[config.mk]
export PLATFORM = sky130hd
export DESIGN_NAME = sobel_edge_magnitude
export DESIGN_NICKNAME = d
export VERILOG_FILES = /design/src/hw/rtl/sem_pkg.sv /design/src/hw/rtl/sem_front.sv /design/src/hw/rtl/sem_queue.sv /design/src/hw/rtl/sem_back.sv /design/src/hw/rtl/sobel_edge_magnitude.sv
export SDC_FILE = /design/constraint.sdc
export NUM_CORES = 2
export LEC_CHECK = 0
export ABC_CLOCK_PERIOD_IN_PS = 17200
export BUFFER_PORTS_ARGS = -buffer_cell sky130_fd_sc_hd__buf_2
export CAP_MARGIN = 20
export CELL_PAD_IN_SITES_DETAIL_PLACEMENT = 0
export CELL_PAD_IN_SITES_GLOBAL_PLACEMENT = 2
export CORE_ASPECT_RATIO = 1.25
export CORE_MARGIN = 2
export CORE_UTILIZATION = 53
export DETAILED_ROUTE_END_ITERATION = 16
export GPL_TIMING_DRIVEN = 0
export PLACE_DENSITY = 0.82
export RECOVER_POWER = 50
export SETUP_SLACK_MARGIN = 0.2
export SLEW_MARGIN = 20
export SYNTH_ARGS = -nofsm -noshare
export SYNTH_HDL_FRONTEND = slang
export SYNTH_HIERARCHICAL = 1
export SYNTH_SLANG_ARGS = --single-unit
[constraint.sdc]
create_clock -name aclk -period 17.2 [get_ports aclk]
set_input_delay 3.44 -clock aclk [delete_from_list [all_inputs] [get_ports aclk]]
set_output_delay 3.44 -clock aclk [all_outputs]
set_load 0.01 [all_outputs]
[src/hw/rtl/sem_pkg.sv]
// Shared types and constants for the Sobel edge magnitude block.
`timescale 1ns / 1ps
`default_nettype none

package sem_pkg;

    // Fixed widths of the request and result fields
    localparam int PIX_IN_W = 8;
    localparam int COORD_W  = 6;
    localparam int MAG_W    = 11;

    // Largest magnitude the result field can carry
    localparam logic [MAG_W-1:0] MAG_MAX = 11'h7ff;

    // Control part of one job handed from front to back
    typedef struct packed {
        logic               has_a;       // left border or interior result
        logic               a_interior;  // first result needs the square root
        logic               has_b;       // right border of the row above
        logic               has_c;       // pixel itself, first or last row
        logic               frame_last;  // job holds the last result of the frame
        logic [COORD_W-1:0] a_row;
        logic [COORD_W-1:0] a_col;
        logic [COORD_W-1:0] cur_row;
        logic [COORD_W-1:0] cur_col;
    } sem_job_t;

endpackage

`default_nettype wire

[src/hw/rtl/sem_front.sv]
// Front end: accepts pixels, keeps line stores and window, classifies each pixel into a job.
`timescale 1ns / 1ps
`default_nettype none

module sem_front #(
    parameter int IMG_WIDTH  = 64,
    parameter int IMG_HEIGHT = 64,
    parameter int PIXEL_BITS = 8
) (
    input  wire logic                          aclk,
    input  wire logic                          aresetn,
    input  wire logic                          s_valid,
    output logic                               s_ready,
    input  wire logic [sem_pkg::PIX_IN_W-1:0]  s_pixel,
    output logic                               push_valid,
    input  wire logic                          push_ready,
    output sem_pkg::sem_job_t                  push_job,
    output logic signed [PIXEL_BITS+2:0]       push_gx,
    output logic signed [PIXEL_BITS+2:0]       push_gy,
    output logic [PIXEL_BITS-1:0]              push_pa,
    output logic [PIXEL_BITS-1:0]              push_pb,
    output logic [PIXEL_BITS-1:0]              push_pc
);

    localparam int P    = PIXEL_BITS;
    localparam int GW   = P + 3;
    localparam int CW   = $clog2(IMG_WIDTH);
    localparam int RW   = $clog2(IMG_HEIGHT);
    localparam int CXW  = CW + sem_pkg::COORD_W;
    localparam int RXW  = RW + sem_pkg::COORD_W;
    localparam int PXW  = P + sem_pkg::PIX_IN_W;

    localparam logic [1:0] F_IDLE = 2'd0;
    localparam logic [1:0] F_CALC = 2'd1;
    localparam logic [1:0] F_PUSH = 2'd2;

    localparam logic [CW-1:0] COL_LAST = CW'(IMG_WIDTH - 1);
    localparam logic [RW-1:0] ROW_LAST = RW'(IMG_HEIGHT - 1);

    function automatic logic [sem_pkg::COORD_W-1:0] col_tag(input logic [CW-1:0] v);
        logic [CXW-1:0] ext;
        ext = CXW'(v);
        return ext[sem_pkg::COORD_W-1:0];
    endfunction

    function automatic logic [sem_pkg::COORD_W-1:0] row_tag(input logic [RW-1:0] v);
        logic [RXW-1:0] ext;
        ext = RXW'(v);
        return ext[sem_pkg::COORD_W-1:0];
    endfunction

    // Line store: one word per column, {row r-2, row r-1}
    logic [2*P-1:0] line_mem [IMG_WIDTH];
    logic [2*P-1:0] rd_reg;

    logic [1:0]    state_reg, state_next;
    logic [CW-1:0] col_reg, col_next;
    logic [RW-1:0] row_reg, row_next;
    logic [P-1:0]  px_reg;
    logic [P-1:0]  win_reg [9];
    logic [P-1:0]  win_next [9];
    logic [PXW-1:0] px_ext;

    sem_pkg::sem_job_t job_reg, job_next;
    logic signed [GW-1:0] gx_reg, gy_reg, gx_next, gy_next;
    logic [P-1:0] pa_reg, pb_reg, pc_reg;

    logic signed [GW-1:0] sx [9];
    logic row_first, row_edge, row_bottom, col_one, col_edge, col_end;

    assign px_ext = PXW'(s_pixel);
    assign s_ready = (state_reg == F_IDLE);

    always_comb begin
        win_next[0] = win_reg[1];
        win_next[1] = win_reg[2];
        win_next[2] = rd_reg[2*P-1:P];
        win_next[3] = win_reg[4];
        win_next[4] = win_reg[5];
        win_next[5] = rd_reg[P-1:0];
        win_next[6] = win_reg[7];
        win_next[7] = win_reg[8];
        win_next[8] = px_reg;
        for (int i = 0; i < 9; i++) begin
            sx[i] = $signed(GW'(win_next[i]));
        end
        gx_next = (sx[2] - sx[0]) + ((sx[5] - sx[3]) <<< 1) + (sx[8] - sx[6]);
        gy_next = (sx[6] - sx[0]) + ((sx[7] - sx[1]) <<< 1) + (sx[8] - sx[2]);
    end

    // Classification of the current pixel position
    always_comb begin
        row_first  = (row_reg == '0);
        row_edge   = (row_reg >= RW'(2));
        row_bottom = (row_reg == ROW_LAST);
        col_one    = (col_reg == CW'(1));
        col_edge   = (col_reg >= CW'(2));
        col_end    = (col_reg == COL_LAST);

        job_next            = '0;
        job_next.has_a      = row_edge && (col_one || col_edge);
        job_next.a_interior = row_edge && col_edge;
        job_next.has_b      = row_edge && col_end;
        job_next.has_c      = row_first || (row_edge && row_bottom);
        job_next.frame_last = row_bottom && col_end;
        job_next.a_row      = row_tag(row_reg - RW'(1));
        job_next.a_col      = col_one ? '0 : col_tag(col_reg - CW'(1));
        job_next.cur_row    = row_tag(row_reg);
        job_next.cur_col    = col_tag(col_reg);
    end

    always_comb begin
        state_next = state_reg;
        col_next   = col_reg;
        row_next   = row_reg;
        unique case (state_reg)
            F_IDLE: begin
                if (s_valid) state_next = F_CALC;
            end
            F_CALC: begin
                state_next = F_PUSH;
                if (col_end) begin
                    col_next = '0;
                    row_next = row_bottom ? '0 : row_reg + RW'(1);
                end else begin
                    col_next = col_reg + CW'(1);
                end
            end
            F_PUSH: begin
                if (!push_valid || push_ready) state_next = F_IDLE;
            end
            default: state_next = F_IDLE;
        endcase
    end

    always_ff @(posedge aclk) begin
        if (!aresetn) begin
            state_reg <= F_IDLE;
            col_reg   <= '0;
            row_reg   <= '0;
        end else begin
            state_reg <= state_next;
            col_reg   <= col_next;
            row_reg   <= row_next;
        end
    end

    // Line store: read on accept, written back at the same column in the following cycle
    always_ff @(posedge aclk) begin
        if (state_reg == F_IDLE && s_valid) begin
            rd_reg <= line_mem[col_reg];
            px_reg <= px_ext[P-1:0];
        end
        if (state_reg == F_CALC) begin
            line_mem[col_reg] <= {rd_reg[P-1:0], px_reg};
        end
    end

    always_ff @(posedge aclk) begin
        if (state_reg == F_CALC) begin
            for (int i = 0; i < 9; i++) begin
                win_reg[i] <= win_next[i];
            end
            job_reg <= job_next;
            gx_reg  <= gx_next;
            gy_reg  <= gy_next;
            pa_reg  <= win_next[4];
            pb_reg  <= win_next[5];
            pc_reg  <= px_reg;
        end
    end

    assign push_valid = (state_reg == F_PUSH) &&
                        (job_reg.has_a || job_reg.has_b || job_reg.has_c);
    assign push_job   = job_reg;
    assign push_gx    = gx_reg;
    assign push_gy    = gy_reg;
    assign push_pa    = pa_reg;
    assign push_pb    = pb_reg;
    assign push_pc    = pc_reg;

endmodule

`default_nettype wire

[src/hw/rtl/sem_queue.sv]
// Short job queue between front and back ends.
`timescale 1ns / 1ps
`default_nettype none

module sem_queue #(
    parameter int DEPTH  = 2,
    parameter int DATA_W = 8
) (
    input  wire logic              aclk,
    input  wire logic              aresetn,
    input  wire logic              push_valid,
    output logic                   push_ready,
    input  wire sem_pkg::sem_job_t push_job,
    input  wire logic [DATA_W-1:0] push_data,
    output logic                   pop_valid,
    input  wire logic              pop_ready,
    output sem_pkg::sem_job_t      pop_job,
    output logic [DATA_W-1:0]      pop_data
);

    localparam int PW = (DEPTH > 1) ? $clog2(DEPTH) : 1;
    localparam int NW = $clog2(DEPTH + 1);

    sem_pkg::sem_job_t  job_mem  [DEPTH];
    logic [DATA_W-1:0]  data_mem [DEPTH];

    logic [PW-1:0] wr_reg, wr_next, rd_reg, rd_next;
    logic [NW-1:0] cnt_reg, cnt_next;
    logic do_push, do_pop;

    assign push_ready = (cnt_reg != NW'(DEPTH));
    assign pop_valid  = (cnt_reg != '0);
    assign do_push    = push_valid && push_ready;
    assign do_pop     = pop_valid && pop_ready;
    assign pop_job    = job_mem[rd_reg];
    assign pop_data   = data_mem[rd_reg];

    always_comb begin
        wr_next  = wr_reg;
        rd_next  = rd_reg;
        cnt_next = cnt_reg;
        if (do_push) wr_next = (wr_reg == PW'(DEPTH - 1)) ? '0 : wr_reg + PW'(1);
        if (do_pop)  rd_next = (rd_reg == PW'(DEPTH - 1)) ? '0 : rd_reg + PW'(1);
        if (do_push && !do_pop) cnt_next = cnt_reg + NW'(1);
        if (!do_push && do_pop) cnt_next = cnt_reg - NW'(1);
    end

    always_ff @(posedge aclk) begin
        if (!aresetn) begin
            wr_reg  <= '0;
            rd_reg  <= '0;
            cnt_reg <= '0;
        end else begin
            wr_reg  <= wr_next;
            rd_reg  <= rd_next;
            cnt_reg <= cnt_next;
        end
    end

    always_ff @(posedge aclk) begin
        if (do_push) begin
            job_mem[wr_reg]  <= push_job;
            data_mem[wr_reg] <= push_data;
        end
    end

endmodule

`default_nettype wire

[src/hw/rtl/sem_back.sv]
// Back end: square root of the gradient energy and result sequencing.
`timescale 1ns / 1ps
`default_nettype none

module sem_back #(
    parameter int PIXEL_BITS = 8
) (
    input  wire logic                          aclk,
    input  wire logic                          aresetn,
    input  wire logic                          pop_valid,
    output logic                               pop_ready,
    input  wire sem_pkg::sem_job_t             pop_job,
    input  wire logic signed [PIXEL_BITS+2:0]  pop_gx,
    input  wire logic signed [PIXEL_BITS+2:0]  pop_gy,
    input  wire logic [PIXEL_BITS-1:0]         pop_pa,
    input  wire logic [PIXEL_BITS-1:0]         pop_pb,
    input  wire logic [PIXEL_BITS-1:0]         pop_pc,
    output logic                               m_valid,
    input  wire logic                          m_ready,
    output logic [sem_pkg::MAG_W-1:0]          m_magnitude,
    output logic [sem_pkg::COORD_W-1:0]        m_out_row,
    output logic [sem_pkg::COORD_W-1:0]        m_out_col,
    output logic                               m_is_border,
    output logic                               m_last_of_run,
    output logic                               m_frame_done
);

    localparam int P     = PIXEL_BITS;
    localparam int GW    = P + 3;
    localparam int AW    = P + 2;            // |G| width
    localparam int RB    = P + 3;            // root bits
    localparam int RADW  = 2 * RB;
    localparam int IW    = $clog2(RB);
    localparam int SAT_W = RB + sem_pkg::MAG_W;

    localparam logic [2:0] B_IDLE = 3'd0;
    localparam logic [2:0] B_SQ   = 3'd1;
    localparam logic [2:0] B_SUM  = 3'd2;
    localparam logic [2:0] B_ROOT = 3'd3;
    localparam logic [2:0] B_EMIT = 3'd4;

    function automatic logic [sem_pkg::MAG_W-1:0] sat_mag(input logic [RB-1:0] v);
        logic [SAT_W-1:0] ext;
        ext = SAT_W'(v);
        return (ext > SAT_W'(sem_pkg::MAG_MAX)) ? sem_pkg::MAG_MAX
                                                : ext[sem_pkg::MAG_W-1:0];
    endfunction

    logic [2:0] state_reg, state_next;

    sem_pkg::sem_job_t    job_reg;
    logic signed [GW-1:0] gx_reg, gy_reg;
    logic [P-1:0]         pa_reg, pb_reg, pc_reg;
    logic                 pend_a_reg, pend_b_reg, pend_c_reg;
    logic                 pend_a_next, pend_b_next, pend_c_next;

    logic [2*AW-1:0] sqx_reg, sqy_reg;
    logic [RADW-1:0] rad_reg;
    logic [RB-1:0]   rem_reg, root_reg;
    logic [IW-1:0]   iter_reg;

    logic signed [GW-1:0] gx_abs_s, gy_abs_s;
    logic [AW-1:0]   ax, ay;
    logic [RB+1:0]   rem_sh, trial, diff;
    logic            take;

    // Output register
    logic                        m_valid_reg, m_valid_next;
    logic [sem_pkg::MAG_W-1:0]   mag_reg, mag_next;
    logic [sem_pkg::COORD_W-1:0] row_reg, row_next, col_reg, col_next;
    logic border_reg, border_next, last_reg, last_next, done_reg, done_next;
    logic can_load, load;

    assign gx_abs_s = gx_reg[GW-1] ? -gx_reg : gx_reg;
    assign gy_abs_s = gy_reg[GW-1] ? -gy_reg : gy_reg;
    assign ax       = gx_abs_s[AW-1:0];
    assign ay       = gy_abs_s[AW-1:0];

    // One root bit per cycle, radicand consumed two bits at a time
    assign rem_sh = {rem_reg, rad_reg[RADW-1:RADW-2]};
    assign trial  = {root_reg, 2'b01};
    assign take   = (rem_sh >= trial);
    assign diff   = rem_sh - trial;

    assign pop_ready = (state_reg == B_IDLE);
    assign can_load  = !m_valid_reg || m_ready;
    assign load      = (state_reg == B_EMIT) && can_load;

    always_comb begin
        state_next   = state_reg;
        pend_a_next  = pend_a_reg;
        pend_b_next  = pend_b_reg;
        pend_c_next  = pend_c_reg;
        mag_next     = mag_reg;
        row_next     = row_reg;
        col_next     = col_reg;
        border_next  = border_reg;
        last_next    = last_reg;
        done_next    = done_reg;
        m_valid_next = m_valid_reg && !m_ready;
        unique case (state_reg)
            B_IDLE: begin
                if (pop_valid) begin
                    pend_a_next = pop_job.has_a;
                    pend_b_next = pop_job.has_b;
                    pend_c_next = pop_job.has_c;
                    state_next  = (pop_job.has_a && pop_job.a_interior) ? B_SQ : B_EMIT;
                end
            end
            B_SQ:   state_next = B_SUM;
            B_SUM:  state_next = B_ROOT;
            B_ROOT: begin
                if (iter_reg == '0) state_next = B_EMIT;
            end
            B_EMIT: begin
                if (can_load) begin
                    m_valid_next = 1'b1;
                    if (pend_a_reg) begin
                        mag_next    = job_reg.a_interior ? sat_mag(root_reg)
                                                         : sat_mag(RB'(pa_reg));
                        row_next    = job_reg.a_row;
                        col_next    = job_reg.a_col;
                        border_next = !job_reg.a_interior;
                        pend_a_next = 1'b0;
                    end else if (pend_b_reg) begin
                        mag_next    = sat_mag(RB'(pb_reg));
                        row_next    = job_reg.a_row;
                        col_next    = job_reg.cur_col;
                        border_next = 1'b1;
                        pend_b_next = 1'b0;
                    end else begin
                        mag_next    = sat_mag(RB'(pc_reg));
                        row_next    = job_reg.cur_row;
                        col_next    = job_reg.cur_col;
                        border_next = 1'b1;
                        pend_c_next = 1'b0;
                    end
                    last_next = !(pend_a_next || pend_b_next || pend_c_next);
                    done_next = last_next && job_reg.frame_last;
                    if (last_next) state_next = B_IDLE;
                end
            end
            default: state_next = B_IDLE;
        endcase
    end

    always_ff @(posedge aclk) begin
        if (!aresetn) begin
            state_reg   <= B_IDLE;
            m_valid_reg <= 1'b0;
            pend_a_reg  <= 1'b0;
            pend_b_reg  <= 1'b0;
            pend_c_reg  <= 1'b0;
        end else begin
            state_reg   <= state_next;
            m_valid_reg <= m_valid_next;
            pend_a_reg  <= pend_a_next;
            pend_b_reg  <= pend_b_next;
            pend_c_reg  <= pend_c_next;
        end
    end

    always_ff @(posedge aclk) begin
        if (state_reg == B_IDLE && pop_valid) begin
            job_reg <= pop_job;
            gx_reg  <= pop_gx;
            gy_reg  <= pop_gy;
            pa_reg  <= pop_pa;
            pb_reg  <= pop_pb;
            pc_reg  <= pop_pc;
        end
        if (state_reg == B_SQ) begin
            sqx_reg <= ax * ax;
            sqy_reg <= ay * ay;
        end
        if (state_reg == B_SUM) begin
            rad_reg  <= RADW'(sqx_reg) + RADW'(sqy_reg);
            rem_reg  <= '0;
            root_reg <= '0;
            iter_reg <= IW'(RB - 1);
        end
        if (state_reg == B_ROOT) begin
            rad_reg  <= {rad_reg[RADW-3:0], 2'b00};
            rem_reg  <= take ? diff[RB-1:0] : rem_sh[RB-1:0];
            root_reg <= {root_reg[RB-2:0], take};
            iter_reg <= iter_reg - IW'(1);
        end
        if (load) begin
            mag_reg    <= mag_next;
            row_reg    <= row_next;
            col_reg    <= col_next;
            border_reg <= border_next;
            last_reg   <= last_next;
            done_reg   <= done_next;
        end
    end

    assign m_valid       = m_valid_reg;
    assign m_magnitude   = mag_reg;
    assign m_out_row     = row_reg;
    assign m_out_col     = col_reg;
    assign m_is_border   = border_reg;
    assign m_last_of_run = last_reg;
    assign m_frame_done  = done_reg;

endmodule

`default_nettype wire

[src/hw/rtl/sobel_edge_magnitude.sv]
// Top level of the streaming 3x3 Sobel edge magnitude block.
//
// Pixels arrive in raster order over an IMG_WIDTH x IMG_HEIGHT frame on the
// s_ request channel and results leave on the m_ channel, each tagged with
// its row and column (low six bits) and flagged as border pass-through or
// interior magnitude floor(sqrt(Gx^2 + Gy^2)), saturated at 2047. Results
// trail the input by one row: row 0 passes straight through, row 1 gives
// nothing, and from row 2 each pixel releases the result for the pixel above
// and to its left, with the left and right border pixels of that row beside
// it; on the last row the pixel itself follows, so one request may release
// up to three results, the last one flagged last_of_run and the very last of
// the frame flagged frame_done. The front end handles one pixel at a time
// in three steps (accept with line-store read, window update, job push),
// and the push waits while the job queue is full. For an interior pixel the
// back end takes the job, forms the squares and then their sum, runs the
// square-root unit that resolves one root bit per cycle, and loads the
// result register; each extra border result loads it once more. A pure
// border job is taken and then loads the result register once per result.
// A two-entry job queue lets the front run ahead while the result register
// is stalled. The line stores are not cleared after reset: the first two
// rows of a frame fill them before any window that reads them produces a result.
`timescale 1ns / 1ps
`default_nettype none

module sobel_edge_magnitude #(
    parameter int IMG_WIDTH  = 64,
    parameter int IMG_HEIGHT = 64,
    parameter int PIXEL_BITS = 8
) (
    input  wire logic                          aclk,
    input  wire logic                          aresetn,
    input  wire logic                          s_valid,
    output logic                               s_ready,
    input  wire logic [sem_pkg::PIX_IN_W-1:0]  s_pixel,
    output logic                               m_valid,
    input  wire logic                          m_ready,
    output logic [sem_pkg::MAG_W-1:0]          m_magnitude,
    output logic [sem_pkg::COORD_W-1:0]        m_out_row,
    output logic [sem_pkg::COORD_W-1:0]        m_out_col,
    output logic                               m_is_border,
    output logic                               m_last_of_run,
    output logic                               m_frame_done
);

    localparam int P      = PIXEL_BITS;
    localparam int GW     = P + 3;
    localparam int DATA_W = 2 * GW + 3 * P;

    // Job data packed as {gx, gy, pa, pb, pc}
    localparam int PC_LO = 0;
    localparam int PB_LO = P;
    localparam int PA_LO = 2 * P;
    localparam int GY_LO = 3 * P;
    localparam int GX_LO = 3 * P + GW;

    logic                 f_valid, f_ready, b_valid, b_ready;
    sem_pkg::sem_job_t    f_job, b_job;
    logic signed [GW-1:0] f_gx, f_gy;
    logic [P-1:0]         f_pa, f_pb, f_pc;
    logic [DATA_W-1:0]    f_data, b_data;

    sem_front #(
        .IMG_WIDTH  (IMG_WIDTH),
        .IMG_HEIGHT (IMG_HEIGHT),
        .PIXEL_BITS (PIXEL_BITS)
    ) u_front (
        .aclk       (aclk),
        .aresetn    (aresetn),
        .s_valid    (s_valid),
        .s_ready    (s_ready),
        .s_pixel    (s_pixel),
        .push_valid (f_valid),
        .push_ready (f_ready),
        .push_job   (f_job),
        .push_gx    (f_gx),
        .push_gy    (f_gy),
        .push_pa    (f_pa),
        .push_pb    (f_pb),
        .push_pc    (f_pc)
    );

    assign f_data = {f_gx, f_gy, f_pa, f_pb, f_pc};

    sem_queue #(
        .DEPTH  (2),
        .DATA_W (DATA_W)
    ) u_queue (
        .aclk       (aclk),
        .aresetn    (aresetn),
        .push_valid (f_valid),
        .push_ready (f_ready),
        .push_job   (f_job),
        .push_data  (f_data),
        .pop_valid  (b_valid),
        .pop_ready  (b_ready),
        .pop_job    (b_job),
        .pop_data   (b_data)
    );

    sem_back #(
        .PIXEL_BITS (PIXEL_BITS)
    ) u_back (
        .aclk          (aclk),
        .aresetn       (aresetn),
        .pop_valid     (b_valid),
        .pop_ready     (b_ready),
        .pop_job       (b_job),
        .pop_gx        ($signed(b_data[GX_LO +: GW])),
        .pop_gy        ($signed(b_data[GY_LO +: GW])),
        .pop_pa        (b_data[PA_LO +: P]),
        .pop_pb        (b_data[PB_LO +: P]),
        .pop_pc        (b_data[PC_LO +: P]),
        .m_valid       (m_valid),
        .m_ready       (m_ready),
        .m_magnitude   (m_magnitude),
        .m_out_row     (m_out_row),
        .m_out_col     (m_out_col),
        .m_is_border   (m_is_border),
        .m_last_of_run (m_last_of_run),
        .m_frame_done  (m_frame_done)
    );

endmodule

`default_nettype wire

==> flow_summary_export.csv <==
group,metric,value,unit
route,antenna_left,0,
sta,rsz0062_at_grt,"no",
global_routing,gr-usage-all-layers,24.1,%
sta,min_period,8.02,ns
global_routing,grt_max_degree,80,
min_path,hp-class,"flip-flop to flip-flop",
route,dr.pass1.iters,5,
placed_design,hpwl,109000,um
cts,cts_tree,"yes",
route,drt_iter0_markers,3015,
finish,top_regs,"u_front/line_mem (1024), u_queue/data_mem (92), u_queue/job_mem (58)",
yosys,syn_area,66300,sq um
cts,ctsResizeCount,0,
critical_path,r2r_start,"u_back/gy_reg[0]",
sta,max_freq,125,MHz
die,floorplan.initialDensity,53.3,%
sta,slew_violations,144,
global_routing,grt_remaining_overflow,0,
yosys,ys.flop_type,"edfxtp_1",
yosys,ys_types,82,
die,rows,145,
die,die-height,399,um
sta,whs,0.430,ns
sta,fin_skew,0.0308,ns
sta,finalSetupViolCount,0,
status,violations,"max-capacitance violations, max-slew violations",
finish,largest_reg_flops,1024,
cts,clock_sinks,1507,
critical_path,endpoint_kind,"flip-flop",
route,drt-wirelength-per-cell,25.4,um
placed_design,place_congestion,0.851,
placed_design,pre_cts_ws,9.03,ns
sta,hold_viol_final,0,
critical_path,startpoint_type,"flip-flop",
yosys,yosysWarnings,6,
yosys,syn_inst,3882,
cts,cts_buffers,146,
finish,final_common_cell,"edfxtp_1",
sta,tightest_slew,4.26,ns
die,die-area,128000,sq um
yosys,avgSynthCellArea,17.1,sq um
yosys,synth_edf_count,1479,
route,vias,34400,
critical_path,cp_max_fo,10,
yosys,syn_nets,4222,
critical_path,worstSetupPathType,"flip-flop to flip-flop",
cts,post-cts-setup-buffer-count,0,
critical_path,reg2reg_slack,9.18,ns
finish,syn_to_final_growth,12.1,%
sta,setup_tns,0,ns
run,drv_cap,3,
global_routing,grt_pass1_wl,225000,um
yosys,ys_seq_elements,1507,
die,fp.dieW,320,um
route,viasPerCell,5.81,
die,core,124000,sq um
yosys,ys_seq_area_share,67.9,%
critical_path,crit_required,17.72,ns
cts,htreeDepth,4,
finish,nets,4518,
finish,drive_above_1_share,18.2,%
cts,clockBufferDepth,3,
global_routing,grt_pass1_vias,35500,
global_routing,antenna_found_initial,8,
route,drc_errors,0,
critical_path,startpoint,"u_back/gy_reg[0]",
cts,clkTransAtPathRegs,0.06,ns
finish,layout_common_cells,"edfxtp_1, inv_1, mux4_2",
finish,fill_cells,9363,
cts,clock_tree.root_cell,"clkbuf_16",
sta,final.setup.worst_slack,9.18,ns
sta,slew_headroom,-184,%
die,ioPinCount,40,
cts,clk_latency,0.78,ns
critical_path,cp.arrival,8.54,ns
route,routed_wl,150000,um
min_path,hp-start,"u_front/win_reg[5][2]",
sta,final.period_utilization,46.6,%
yosys,async_flop_share,0,%
finish,largest_register,"u_front/line_mem",
cts,ctsHoldBuffers,0,
placed_design,portBuffers,39,
status,status,"complete, but fails checks",
[layout make-up]
cell class                      count  area (sq um)  share of cell area (%)
Buffer                            152           712                   0.958
Sequential cell                  1507         45000                    60.5
Inverter                          292          1100                    1.48
Antenna cell                        6          15.0                  0.0202
Tap cell                         1617          2020                    2.72
Multi-Input combinational cell   1931         19700                    26.5
Clock inverter                     81           790                    1.06
Clock buffer                      182          3840                    5.17
Timing Repair Buffer              148          1130                    1.52
[routing by layer]
| metal | track usage, % | wire (um) | vias to the layer above |
|---|---|---|---|
| met1 | 29.6 | 57500 | 17700 |
| met5 | 0 | 32 | - |
| li1 | - | - | 15600 |
| met3 | 3.59 | 7850 | 187 |
| met4 | 7.57 | 4250 | 6 |
| met2 | 43.8 | 80600 | 913 |
[kinds of logic (layout without fill, tap and decap cells)]
group,count (synthesis),in the layout,share of synthesized area (%)
flops,1507,1507,67.9
xor+xnor,148,148,1.97
buf+inv,444,855,2.78
other cells,0,6,0
simple gates,641,641,4.64
fa+ha+maj,328,328,7.53
compound gates,443,443,4.62
mux,371,371,10.6
[stage by stage]
| stage | instances | instance area (sq um) | utilization [%] |
|---|---|---|---|
| 2_1_floorplan | 3882 | 66300 | - |
| 3_3_place_gp | 5538 | 68500 | 55.0 |
| 3_5_place_dp | 5647 | 70400 | 56.6 |
| 4_1_cts | 5910 | 75000 | 60.3 |
| 5_1_grt | 5914 | 74300 | 59.7 |
| 6_report | 5916 | 74300 | 59.7 |
[worst max-delay path: stages (launching register included)]
cell	delay (ns)
edfxtp_1	0.50
clkbuf_1	0.44
clkinv_1	0.44
ha_1	0.40
a21boi_0	0.23
xor2_1	0.51
inv_1	0.31
nor2_1	0.27
fa_1	0.48
fa_1	0.52
inv_1	0.05
fa_1	0.47
inv_1	0.05
fa_1	0.53
inv_1	0.06
fa_1	0.51
inv_1	0.05
ha_1	0.36
o21a_1	0.21
nor2_1	0.12
nor3_1	0.07
a2111oi_0	0.84
o21bai_1	0.19
xor2_1	0.18
[Yosys cell counts (10+ instances only)]
master | count | area (sq um)
mux4_2 | 256 | 5770
and3_1 | 11 | 68.8
mux2i_1 | 25 | 250
nand3_1 | 30 | 150
o22ai_1 | 10 | 62.6
buf_2 | 34 | 170
a211oi_1 | 13 | 97.6
buf_4 | 32 | 240
fa_1 | 118 | 2360
or2_1 | 15 | 93.8
nor2_1 | 255 | 957
inv_1 | 287 | 1080
nand2b_1 | 23 | 144
a22oi_1 | 123 | 923
nand4_1 | 39 | 244
ha_1 | 210 | 2630
clkbuf_1 | 76 | 285
dfxtp_1 | 28 | 561
nor2b_1 | 33 | 206
o31ai_1 | 13 | 97.6
o21ai_0 | 59 | 295
mux2_2 | 90 | 1010
nor3_1 | 27 | 135
a21oi_1 | 77 | 385
o21a_1 | 23 | 173
a21boi_0 | 11 | 82.6
xor2_1 | 57 | 499
edfxtp_1 | 1479 | 44400
and2_1 | 14 | 87.6
or2_2 | 11 | 68.8
xnor2_1 | 90 | 788
a21o_1 | 35 | 263
nand2_1 | 125 | 469
or3_1 | 14 | 87.6
[worst paths after layout]
| kind | end | depth (start not counted) |
|---|---|---|
| worst max-delay path | u_back/sqy_reg[16] | 23 |
| worst max register to register | u_back/sqy_reg[16] | 23 |
| worst min register to register | u_front/win_reg[4][2] | 0 |
| worst min-delay path | u_front/win_reg[4][2] | 0 |
Power is left out: the tool's default activity adds up to more than one toggle a clock period on the data nets, which glitch-free logic cannot reach.
